[src/hw/rtl/bqrm_pkg.sv]
package bqrm_pkg;

   localparam int DEPTH  = 16;
   localparam int IDX_W  = (DEPTH > 1) ? $clog2(DEPTH) : 1;
   localparam int CNT_W  = $clog2(DEPTH + 1);
   localparam int SUM_W  = CNT_W + 1;
   localparam int WORD_W = 32;
   localparam int CAP_W  = 5;
   localparam int OCC_W  = 5;
   localparam int OP_W   = 2;
   localparam int RES_W  = WORD_W + 2 + 1 + OCC_W;

   localparam logic [CAP_W-1:0] CAP_RESET = 5'd16;

   typedef logic [IDX_W-1:0]  idx_type;
   typedef logic [CNT_W-1:0]  cnt_type;
   typedef logic [WORD_W-1:0] word_type;

   typedef enum logic [OP_W-1:0] {
      OP_PUSH   = 2'd0,
      OP_POP    = 2'd1,
      OP_CLEAR  = 2'd2,
      OP_ROTATE = 2'd3
   } op_type;

   typedef enum logic [1:0] {
      STATUS_OK      = 2'd0,
      STATUS_EMPTY   = 2'd1,
      STATUS_INVALID = 2'd2
   } status_type;

   typedef enum logic [2:0] {
      ST_IDLE,
      ST_POP,
      ST_SCAN,
      ST_ROT_END,
      ST_HOLD
   } state_type;

   // Packed from the top down, so data_out lands in the lowest bits.
   typedef struct packed {
      logic [OCC_W-1:0] occupancy;
      logic             dropped;
      status_type       status;
      word_type         data_out;
   } res_type;

   typedef struct packed {
      logic    step;
      logic    first;
      cnt_type offset;
   } scan_ctl_type;

   // A head plus an offset never reaches twice the depth, so one subtract wraps it.
   function automatic idx_type wrap_slot(logic [SUM_W-1:0] sum);
      logic [SUM_W-1:0] s;
      s = sum;
      if (s >= SUM_W'(DEPTH)) begin
         s = s - SUM_W'(DEPTH);
      end
      return s[IDX_W-1:0];
   endfunction

endpackage

[src/hw/rtl/bqrm_ram.sv]
module bqrm_ram #(
   parameter int WIDTH = 32,
   parameter int DEPTH = 16,
   parameter int AW    = (DEPTH > 1) ? $clog2(DEPTH) : 1
) (
   input  logic             clock,
   input  logic             wr_en,
   input  logic [AW-1:0]    wr_addr,
   input  logic [WIDTH-1:0] wr_data,
   input  logic             rd_en,
   input  logic [AW-1:0]    rd_addr,
   output logic [WIDTH-1:0] rd_data
);

   logic [WIDTH-1:0] mem_ff [DEPTH];
   logic [WIDTH-1:0] rd_data_ff;

   always_ff @(posedge clock) begin
      if (wr_en) begin
         mem_ff[wr_addr] <= wr_data;
      end
      if (rd_en) begin
         rd_data_ff <= mem_ff[rd_addr];
      end
   end

   assign rd_data = rd_data_ff;

endmodule

[src/hw/rtl/bqrm_scan.sv]
module bqrm_scan
   import bqrm_pkg::*;
(
   input  logic         clock,
   input  scan_ctl_type ctl,
   input  word_type     data,
   output cnt_type      best_off
);

   word_type best_val_ff, best_val_in;
   cnt_type  best_off_ff, best_off_in;

   // Strictly greater, so the first of equal maxima from the head is kept.
   always_comb begin
      best_val_in = best_val_ff;
      best_off_in = best_off_ff;
      if (ctl.step) begin
         if (ctl.first || ($signed(data) > $signed(best_val_ff))) begin
            best_val_in = data;
            best_off_in = ctl.offset;
         end
      end
   end

   always_ff @(posedge clock) begin
      best_val_ff <= best_val_in;
      best_off_ff <= best_off_in;
   end

   assign best_off = best_off_ff;

endmodule

[src/hw/rtl/bounded_queue_rotate_to_max_unit.sv]
// Channel   Direction  Handshake               Payload
// req       in         req_tvalid/req_tready   tuser op, tdata value
// rsp       out        rsp_tvalid/rsp_tready   tdata data_out,status,dropped,occupancy
// csr       in         csr_valid/csr_ready     csr_data capacity
//
// Push, clear, a zero push and operations on an empty queue complete on acceptance.
// Pop goes through ST_POP: the entry comes through the registered read of the RAM.
// Rotate passes through ST_SCAN, where the RAM port reads one entry per cycle
// into the signed compare unit, then ST_ROT_END moves the head to the winner.
// Reset is synchronous; the entry RAM is not cleared and needs no sweep.
// A result that is not taken waits in a holding register and stops new requests.
module bounded_queue_rotate_to_max_unit
   import bqrm_pkg::*;
(
   input  logic              clock,
   input  logic              reset,
   input  logic              req_tvalid,
   output logic              req_tready,
   input  logic [OP_W-1:0]   req_tuser,   // [1:0] op
   input  logic [WORD_W-1:0] req_tdata,   // [31:0] value
   output logic              rsp_tvalid,
   input  logic              rsp_tready,
   output logic [RES_W-1:0]  rsp_tdata,   // [31:0] data_out, [33:32] status,
                                          // [34] dropped, [39:35] occupancy
   input  logic              csr_valid,
   output logic              csr_ready,
   input  logic [CAP_W-1:0]  csr_data
);

   state_type state_ff, state_in;

   idx_type          head_ff, head_in;
   cnt_type          count_ff, count_in;
   logic [CAP_W-1:0] cap_ff, cap_in;
   cnt_type          scan_off_ff, scan_off_in;
   cnt_type          rd_off_ff, rd_off_in;
   res_type          rsp_ff, rsp_in;
   logic             rsp_valid_ff, rsp_valid_in;
   res_type          hold_ff, hold_in;

   logic         req_fire;
   logic         out_free;
   op_type       op;
   cnt_type      cap_eff;
   cnt_type      drop_cnt;
   idx_type      push_head;
   cnt_type      push_count;
   logic         fin;
   res_type      fin_res;
   logic         scan_last;

   logic         ram_wr_en;
   idx_type      ram_wr_addr;
   logic         ram_rd_en;
   idx_type      ram_rd_addr;
   word_type     ram_rd_data;
   scan_ctl_type scan_ctl;
   cnt_type      best_off;

   assign req_tready = (state_ff == ST_IDLE);
   assign req_fire   = req_tvalid && req_tready;
   assign out_free   = !rsp_valid_ff || rsp_tready;
   assign op         = op_type'(req_tuser);
   assign csr_ready  = 1'b1;
   assign scan_last  = (rd_off_ff == (count_ff - CNT_W'(1)));

   always_comb begin
      if (cap_ff == '0) begin
         cap_eff = CNT_W'(1);
      end else if (int'(cap_ff) > DEPTH) begin
         cap_eff = CNT_W'(DEPTH);
      end else begin
         cap_eff = CNT_W'(cap_ff);
      end
   end

   // When full (or capacity was lowered), enough of the oldest entries go so
   // that the push leaves exactly capacity entries.
   always_comb begin
      drop_cnt   = count_ff - cap_eff + CNT_W'(1);
      push_head  = head_ff;
      push_count = count_ff;
      if (count_ff >= cap_eff) begin
         push_head  = wrap_slot(SUM_W'(head_ff) + SUM_W'(drop_cnt));
         push_count = cap_eff - CNT_W'(1);
      end
   end

   // Next state.
   always_comb begin
      state_in = state_ff;
      unique case (state_ff)
         ST_IDLE: begin
            if (req_fire) begin
               if ((op == OP_POP) && (count_ff != '0)) begin
                  state_in = ST_POP;
               end else if ((op == OP_ROTATE) && (count_ff != '0)) begin
                  state_in = ST_SCAN;
               end else if (!out_free) begin
                  state_in = ST_HOLD;
               end
            end
         end
         ST_POP, ST_ROT_END, ST_HOLD: begin
            state_in = out_free ? ST_IDLE : ST_HOLD;
         end
         ST_SCAN: begin
            if (scan_last) begin
               state_in = ST_ROT_END;
            end
         end
         default: begin
            state_in = ST_IDLE;
         end
      endcase
   end

   // Outputs and datapath.
   always_comb begin
      head_in      = head_ff;
      count_in     = count_ff;
      cap_in       = cap_ff;
      scan_off_in  = scan_off_ff;
      rd_off_in    = rd_off_ff;
      rsp_in       = rsp_ff;
      rsp_valid_in = rsp_valid_ff && !rsp_tready;
      hold_in      = hold_ff;
      ram_wr_en    = 1'b0;
      ram_wr_addr  = '0;
      ram_rd_en    = 1'b0;
      ram_rd_addr  = head_ff;
      scan_ctl     = '0;
      fin          = 1'b0;
      fin_res      = '0;

      if (csr_valid && csr_ready) begin
         cap_in = csr_data;
      end

      unique case (state_ff)
         ST_IDLE: begin
            if (req_fire) begin
               unique case (op)
                  OP_PUSH: begin
                     fin = 1'b1;
                     if (req_tdata == '0) begin
                        fin_res.status    = STATUS_INVALID;
                        fin_res.occupancy = OCC_W'(count_ff);
                     end else begin
                        ram_wr_en   = 1'b1;
                        ram_wr_addr = wrap_slot(SUM_W'(push_head) + SUM_W'(push_count));
                        head_in     = push_head;
                        count_in    = push_count + CNT_W'(1);
                        fin_res.dropped   = (count_ff >= cap_eff);
                        fin_res.occupancy = OCC_W'(push_count + CNT_W'(1));
                     end
                  end
                  OP_POP: begin
                     if (count_ff == '0) begin
                        fin               = 1'b1;
                        fin_res.status    = STATUS_EMPTY;
                        fin_res.occupancy = '0;
                     end else begin
                        ram_rd_en = 1'b1;
                        count_in  = count_ff - CNT_W'(1);
                        head_in   = (count_ff == CNT_W'(1)) ? '0 :
                                    wrap_slot(SUM_W'(head_ff) + SUM_W'(1));
                     end
                  end
                  OP_CLEAR: begin
                     fin               = 1'b1;
                     head_in           = '0;
                     count_in          = '0;
                     fin_res.occupancy = '0;
                  end
                  OP_ROTATE: begin
                     if (count_ff == '0) begin
                        fin               = 1'b1;
                        fin_res.status    = STATUS_EMPTY;
                        fin_res.occupancy = '0;
                     end else begin
                        ram_rd_en   = 1'b1;
                        scan_off_in = CNT_W'(1);
                        rd_off_in   = '0;
                     end
                  end
                  default: begin
                     fin = 1'b0;
                  end
               endcase
            end
         end
         ST_POP: begin
            fin               = 1'b1;
            fin_res.data_out  = ram_rd_data;
            fin_res.occupancy = OCC_W'(count_ff);
         end
         ST_SCAN: begin
            // Reads run one entry ahead of the compare.
            scan_ctl.step   = 1'b1;
            scan_ctl.first  = (rd_off_ff == '0);
            scan_ctl.offset = rd_off_ff;
            if (scan_off_ff < count_ff) begin
               ram_rd_en   = 1'b1;
               ram_rd_addr = wrap_slot(SUM_W'(head_ff) + SUM_W'(scan_off_ff));
               scan_off_in = scan_off_ff + CNT_W'(1);
            end
            rd_off_in = rd_off_ff + CNT_W'(1);
         end
         ST_ROT_END: begin
            fin               = 1'b1;
            head_in           = wrap_slot(SUM_W'(head_ff) + SUM_W'(best_off));
            fin_res.occupancy = OCC_W'(count_ff);
         end
         ST_HOLD: begin
            if (out_free) begin
               rsp_in       = hold_ff;
               rsp_valid_in = 1'b1;
            end
         end
         default: begin
            fin = 1'b0;
         end
      endcase

      if (fin) begin
         if (out_free) begin
            rsp_in       = fin_res;
            rsp_valid_in = 1'b1;
         end else begin
            hold_in = fin_res;
         end
      end
   end

   always_ff @(posedge clock) begin
      if (reset) begin
         state_ff     <= ST_IDLE;
         head_ff      <= '0;
         count_ff     <= '0;
         cap_ff       <= CAP_RESET;
         rsp_valid_ff <= 1'b0;
      end else begin
         state_ff     <= state_in;
         head_ff      <= head_in;
         count_ff     <= count_in;
         cap_ff       <= cap_in;
         rsp_valid_ff <= rsp_valid_in;
      end
   end

   always_ff @(posedge clock) begin
      scan_off_ff <= scan_off_in;
      rd_off_ff   <= rd_off_in;
      rsp_ff      <= rsp_in;
      hold_ff     <= hold_in;
   end

   bqrm_ram #(
      .WIDTH (WORD_W),
      .DEPTH (DEPTH)
   ) u_ram (
      .clock   (clock),
      .wr_en   (ram_wr_en),
      .wr_addr (ram_wr_addr),
      .wr_data (req_tdata),
      .rd_en   (ram_rd_en),
      .rd_addr (ram_rd_addr),
      .rd_data (ram_rd_data)
   );

   bqrm_scan u_scan (
      .clock    (clock),
      .ctl      (scan_ctl),
      .data     (ram_rd_data),
      .best_off (best_off)
   );

   assign rsp_tvalid = rsp_valid_ff;
   assign rsp_tdata  = rsp_ff;

   a_count_bound : assert property (@(posedge clock) disable iff (reset)
      int'(count_ff) <= DEPTH)
      else $error("entry count exceeds the depth");

   a_push_fills : assert property (@(posedge clock) disable iff (reset)
      (req_fire && (op == OP_PUSH) && (req_tdata != '0)) |=> (count_ff != '0))
      else $error("valid push left the queue empty");

   a_hold_blocked : assert property (@(posedge clock) disable iff (reset)
      (state_ff == ST_HOLD) |-> rsp_valid_ff)
      else $error("held result without a pending output");

   a_scan_range : assert property (@(posedge clock) disable iff (reset)
      (state_ff == ST_SCAN) |-> (rd_off_ff < count_ff))
      else $error("scan offset ran past the occupancy");

endmodule

[config.mk]
export PLATFORM = sky130hd
export DESIGN_NAME = bounded_queue_rotate_to_max_unit
export DESIGN_NICKNAME = d
export VERILOG_FILES = /design/src/hw/rtl/bqrm_pkg.sv /design/src/hw/rtl/bqrm_ram.sv /design/src/hw/rtl/bqrm_scan.sv /design/src/hw/rtl/bounded_queue_rotate_to_max_unit.sv
export SDC_FILE = /design/constraint.sdc
export NUM_CORES = 1
export LEC_CHECK = 0
export ABC_CLOCK_PERIOD_IN_PS = 7000
export BUFFER_PORTS_ARGS = -buffer_cell sky130_fd_sc_hd__buf_2
export CORE_AREA = 8 8 225 227
export CTS_CLUSTER_DIAMETER = 60
export DETAILED_ROUTE_END_ITERATION = 8
export DIE_AREA = 0 0 233 235
export PLACE_DENSITY = 0.79
export REMOVE_ABC_BUFFERS = 1
export SKIP_LAST_GASP = 1
export SYNTH_ARGS = -nofsm -noshare
export SYNTH_HDL_FRONTEND = slang
export SYNTH_SLANG_ARGS = --single-unit
[constraint.sdc]
create_clock -name clock -period 7 [get_ports clock]
set_clock_uncertainty 0.05 [all_clocks]
set_input_delay 0.7 -clock clock [delete_from_list [all_inputs] [get_ports clock]]
set_output_delay 0.7 -clock clock [all_outputs]
set_load 0.05 [all_outputs]
==> impl_metrics.ini <==
[logic_synthesis]
synth-xor-area-share = 0.0108
synth_cells = 2184
synth_edf_count = 630
avgSynthCellArea_um2 = 13.2
yosys.area.top_type_share = 0.655
synth_area_um2 = 28900
synth_top_family_by_area = compound AO/OA/AOI/OAI gates
ys_top_cells_by_area = edfxtp_1 66%, nand2_1 6.4%, dfxtp_1 4.0%, a32oi_1 3.9%, ha_1 2.9%
synthMuxAreaShare = 0.0192
synth_fa_ha_area_frac = 0.0326
synth.largest_area_cell = edfxtp_1
synth_compound_area_frac = 0.110
yosysWarnings = 0
synth.distinct_cells = 61
yosys.area_share.simple = 0.0974
yosysSeqAreaShare = 0.696
ys_ff_latch = 688
ys.flop_type = edfxtp_1
async_flop_share = 0

[power]
combPwrFrac = 0.179
seqPwrFrac = 0.473
p_leak_nw = 11.2
p_int_w = 0.00735
pwr-share-clk = 0.349
ir_drop_mv = 0.297
power_switching_w = 0.00297
power_w = 0.0103
switching_share = 0.288
power_density_nw_per_um2 = 324

[layout]
seqCellArea_um2 = 20100
fillers = 3132
drive_gt1_frac = 0.104
layout.nets = 2349
multi_input_area_um2 = 7970
syn_to_final_growth_pct = 10.4
fin_cells = 2903

[worst_setup_path]
crit_required_ns = 7.16
worst_path_max_delay_cell = nor2_4
path_cells = or3_1 -> a21oi_1 -> inv_1 -> ha_1 -> ha_1 -> inv_1 -> fa_1 -> inv_1 -> ha_1 -> xnor2_1 -> mux2_2 -> ha_1 -> a31oi_1 -> xnor3_1 -> nand3_1 -> nor2_4
worstPathMaxFanout = 32
timing_worst_setup_path_type = reg -> reg
cp_common_cell = ha_1
arrival_ns = 5.60
cp-start-kind = flop
end_kind = flop
max_stage_delay_ns = 0.99

[clock_network]
cts_setup_buffers = 0
cts_buffers = 70
htreeDepth = 3
cts_root_buf = clkbuf_16
ctsLongestPathBuffers = 3
clock_latency_ns = 0.60
postCtsResizedCells = 0
clkTransAtPathRegs_ns = 0.06
cts_tree = done
clkSinkCount = 688
ctsHoldBuffers = 0

[placed_design]
io_buffers = 85
place_hpwl_um = 38900
place_congestion = 0.869
dp_cells = 2776

[floorplan]
rows = 80
io_pins = 87
die_h_um = 235
die_area_um2 = 54800
die_x_um = 233
core_area_um2 = 47100
start_util = 0.612

[timing]
setup_viol = 0
finalHoldViolCount = 0
drv_slew = 0
max_slew_margin = 0.197
fin_crit_ns = 5.44
final.period_utilization = 0.777
rsz0062_at_grt = no
fin_setup_tns_ns = 0
max_freq_mhz = 184
worst_slew_pin_slew_ns = 1.20

[grt]
grt_util_all_layers = 0.234
first_global_vias = 18100
antenna_found_initial = 5
grt_max_degree = 223
grt_pass1_wl_um = 101000
overflow = 0

[drt]
vias = 18200
drc_errors = 0
wl_um = 65300
post_drt_via_cell_ratio = 6.29
avgRoutedWirePerCell_um = 22.5
first_pass_iters = 6
drt_iter0_markers = 2175
postRouteAntennaNets = 0

[min_path]
hp-class = in -> reg

[outcome]
status = finished clean

[run]
max-cap-violations = 0
## cell usage in the layout (no fill, tap or decap), types with 5 or more instances in the layout
cell type | Yosys | final
o21ai_0 | 56 | 55
a31oi_1 | 5 | 5
mux2i_1 | 49 | 48
nand4_1 | 6 | 6
xor2_1 | 14 | 14
ha_1 | 68 | 68
inv_1 | 66 | 66
clkinv_1 | 0 | 16
xnor2_1 | 19 | 19
nor2_4 | 1 | 15
edfxtp_1 | 630 | 630
nor2_1 | 60 | 44
a211oi_1 | 6 | 6
a21o_1 | 13 | 13
and2_1 | 42 | 42
buf_2 | 54 | 85
dfxtp_1 | 58 | 58
o21a_1 | 5 | 5
nand3_1 | 18 | 17
nand2_1 | 490 | 490
a32oi_1 | 128 | 128
clkinv_2 | 0 | 8
a21oi_1 | 151 | 151
clkbuf_16 | 0 | 73
buf_4 | 19 | 19
a22oi_1 | 67 | 67
nor3_1 | 19 | 16
nor4_1 | 10 | 10
clkbuf_1 | 40 | 13
## power by group through the flow
stage / clock [W] / combinational, W / sequential (W)
floorplan: 0 / 0.000944 / 0.00523
global placement: 0 / 0.00177 / 0.00495
detailed placement: 0 / 0.00182 / 0.00497
CTS: 0.00362 / 0.00184 / 0.00488
global route: 0.00378 / 0.00198 / 0.00490
finish: 0.00360 / 0.00184 / 0.00488
## through the flow
| step | hold slack, ns | cell area [um^2] | setup slack [ns] | util |
|---|---|---|---|---|
| 4_1_cts | 0.269 | 31900 | 1.59 | 0.676 |
| 3_5_place_dp | 0.414 | 29700 | 1.60 | 0.629 |
| 2_1_floorplan | 0.376 | 28100 | 0.368 | - |
| 5_1_grt | 0.289 | 31900 | 1.32 | 0.676 |
| 6_report | 0.289 | 31900 | 1.56 | 0.676 |
| 3_3_place_gp | 0.387 | 29700 | 1.68 | 0.629 |
## area by class of cell
class                      instances  share of cell area
inverter                          66             0.00777
clock inverter                    39              0.0102
multi-input combinational       1301               0.250
tap                              615              0.0241
clock buffer                      86              0.0588
antenna                            2            0.000157
sequential                       688               0.630
timing repair buffer             106              0.0191
## state kept, by name (all words and copies together) (netlist names), 4 cells and up
name,count
u_ram.mem_ff,512
hold_ff,40
rsp_tdata,40
u_ram.rd_data,32
u_scan.best_val_ff,32
cap_ff,5
count_ff,5
rd_off_ff,5
scan_off_ff,5
head_ff,4
u_scan.best_off,4
## cell usage after synthesis (all sizes together), types with 18 or more instances
master / instances
a32oi: 128
a22oi: 67
and2: 42
o21ai: 58
mux2i: 50
a21oi: 151
ha: 68
clkbuf: 40
edfxtp: 630
nor3: 20
xnor2: 19
nand3: 18
dfxtp: 58
buf: 89
inv: 66
nand2: 490
nor2: 61
## worst paths after layout
path / startpoint / endpoint / slack [ns] / cells past startpoint
max: cap_ff[2] / u_ram.mem_ff[14][25] / 1.56 / 16
min: csr_data[4] / cap_ff[4] / 0.29 / 3
max reg2reg: cap_ff[2] / u_ram.mem_ff[14][25] / 1.56 / 16
min reg2reg: u_ram.rd_data[0] / u_scan.best_val_ff[0] / 0.43 / 0
## per-layer routing
layer  global-route usage  routed length, um
met2                0.372              31100
met3               0.0469               5720
met1                0.317              26400
met4               0.0903               2070
met5                    0                 13
## critical path: cells and delay by family (launching register included)
kind / cells / cell delay [ns]
buffers and inverters: 3 / 0.23
DFF: 1 / 0.36
adders and majority gates: 5 / 1.38
muxes: 1 / 0.29
xor gates and xnor gates: 2 / 0.60
AOI/OAI and AO/OA: 2 / 0.42
and+or+nand+nor: 3 / 1.71
## logic make-up after synthesis
logic type      Yosys count
flops                   688
buf+inv                 195
simple gates            672
xor+xnor                 34
fa+ha+maj                73
mux                      53
other cells               1
compound gates          468
No activity file was read; power rests on OpenSTA's default activity.
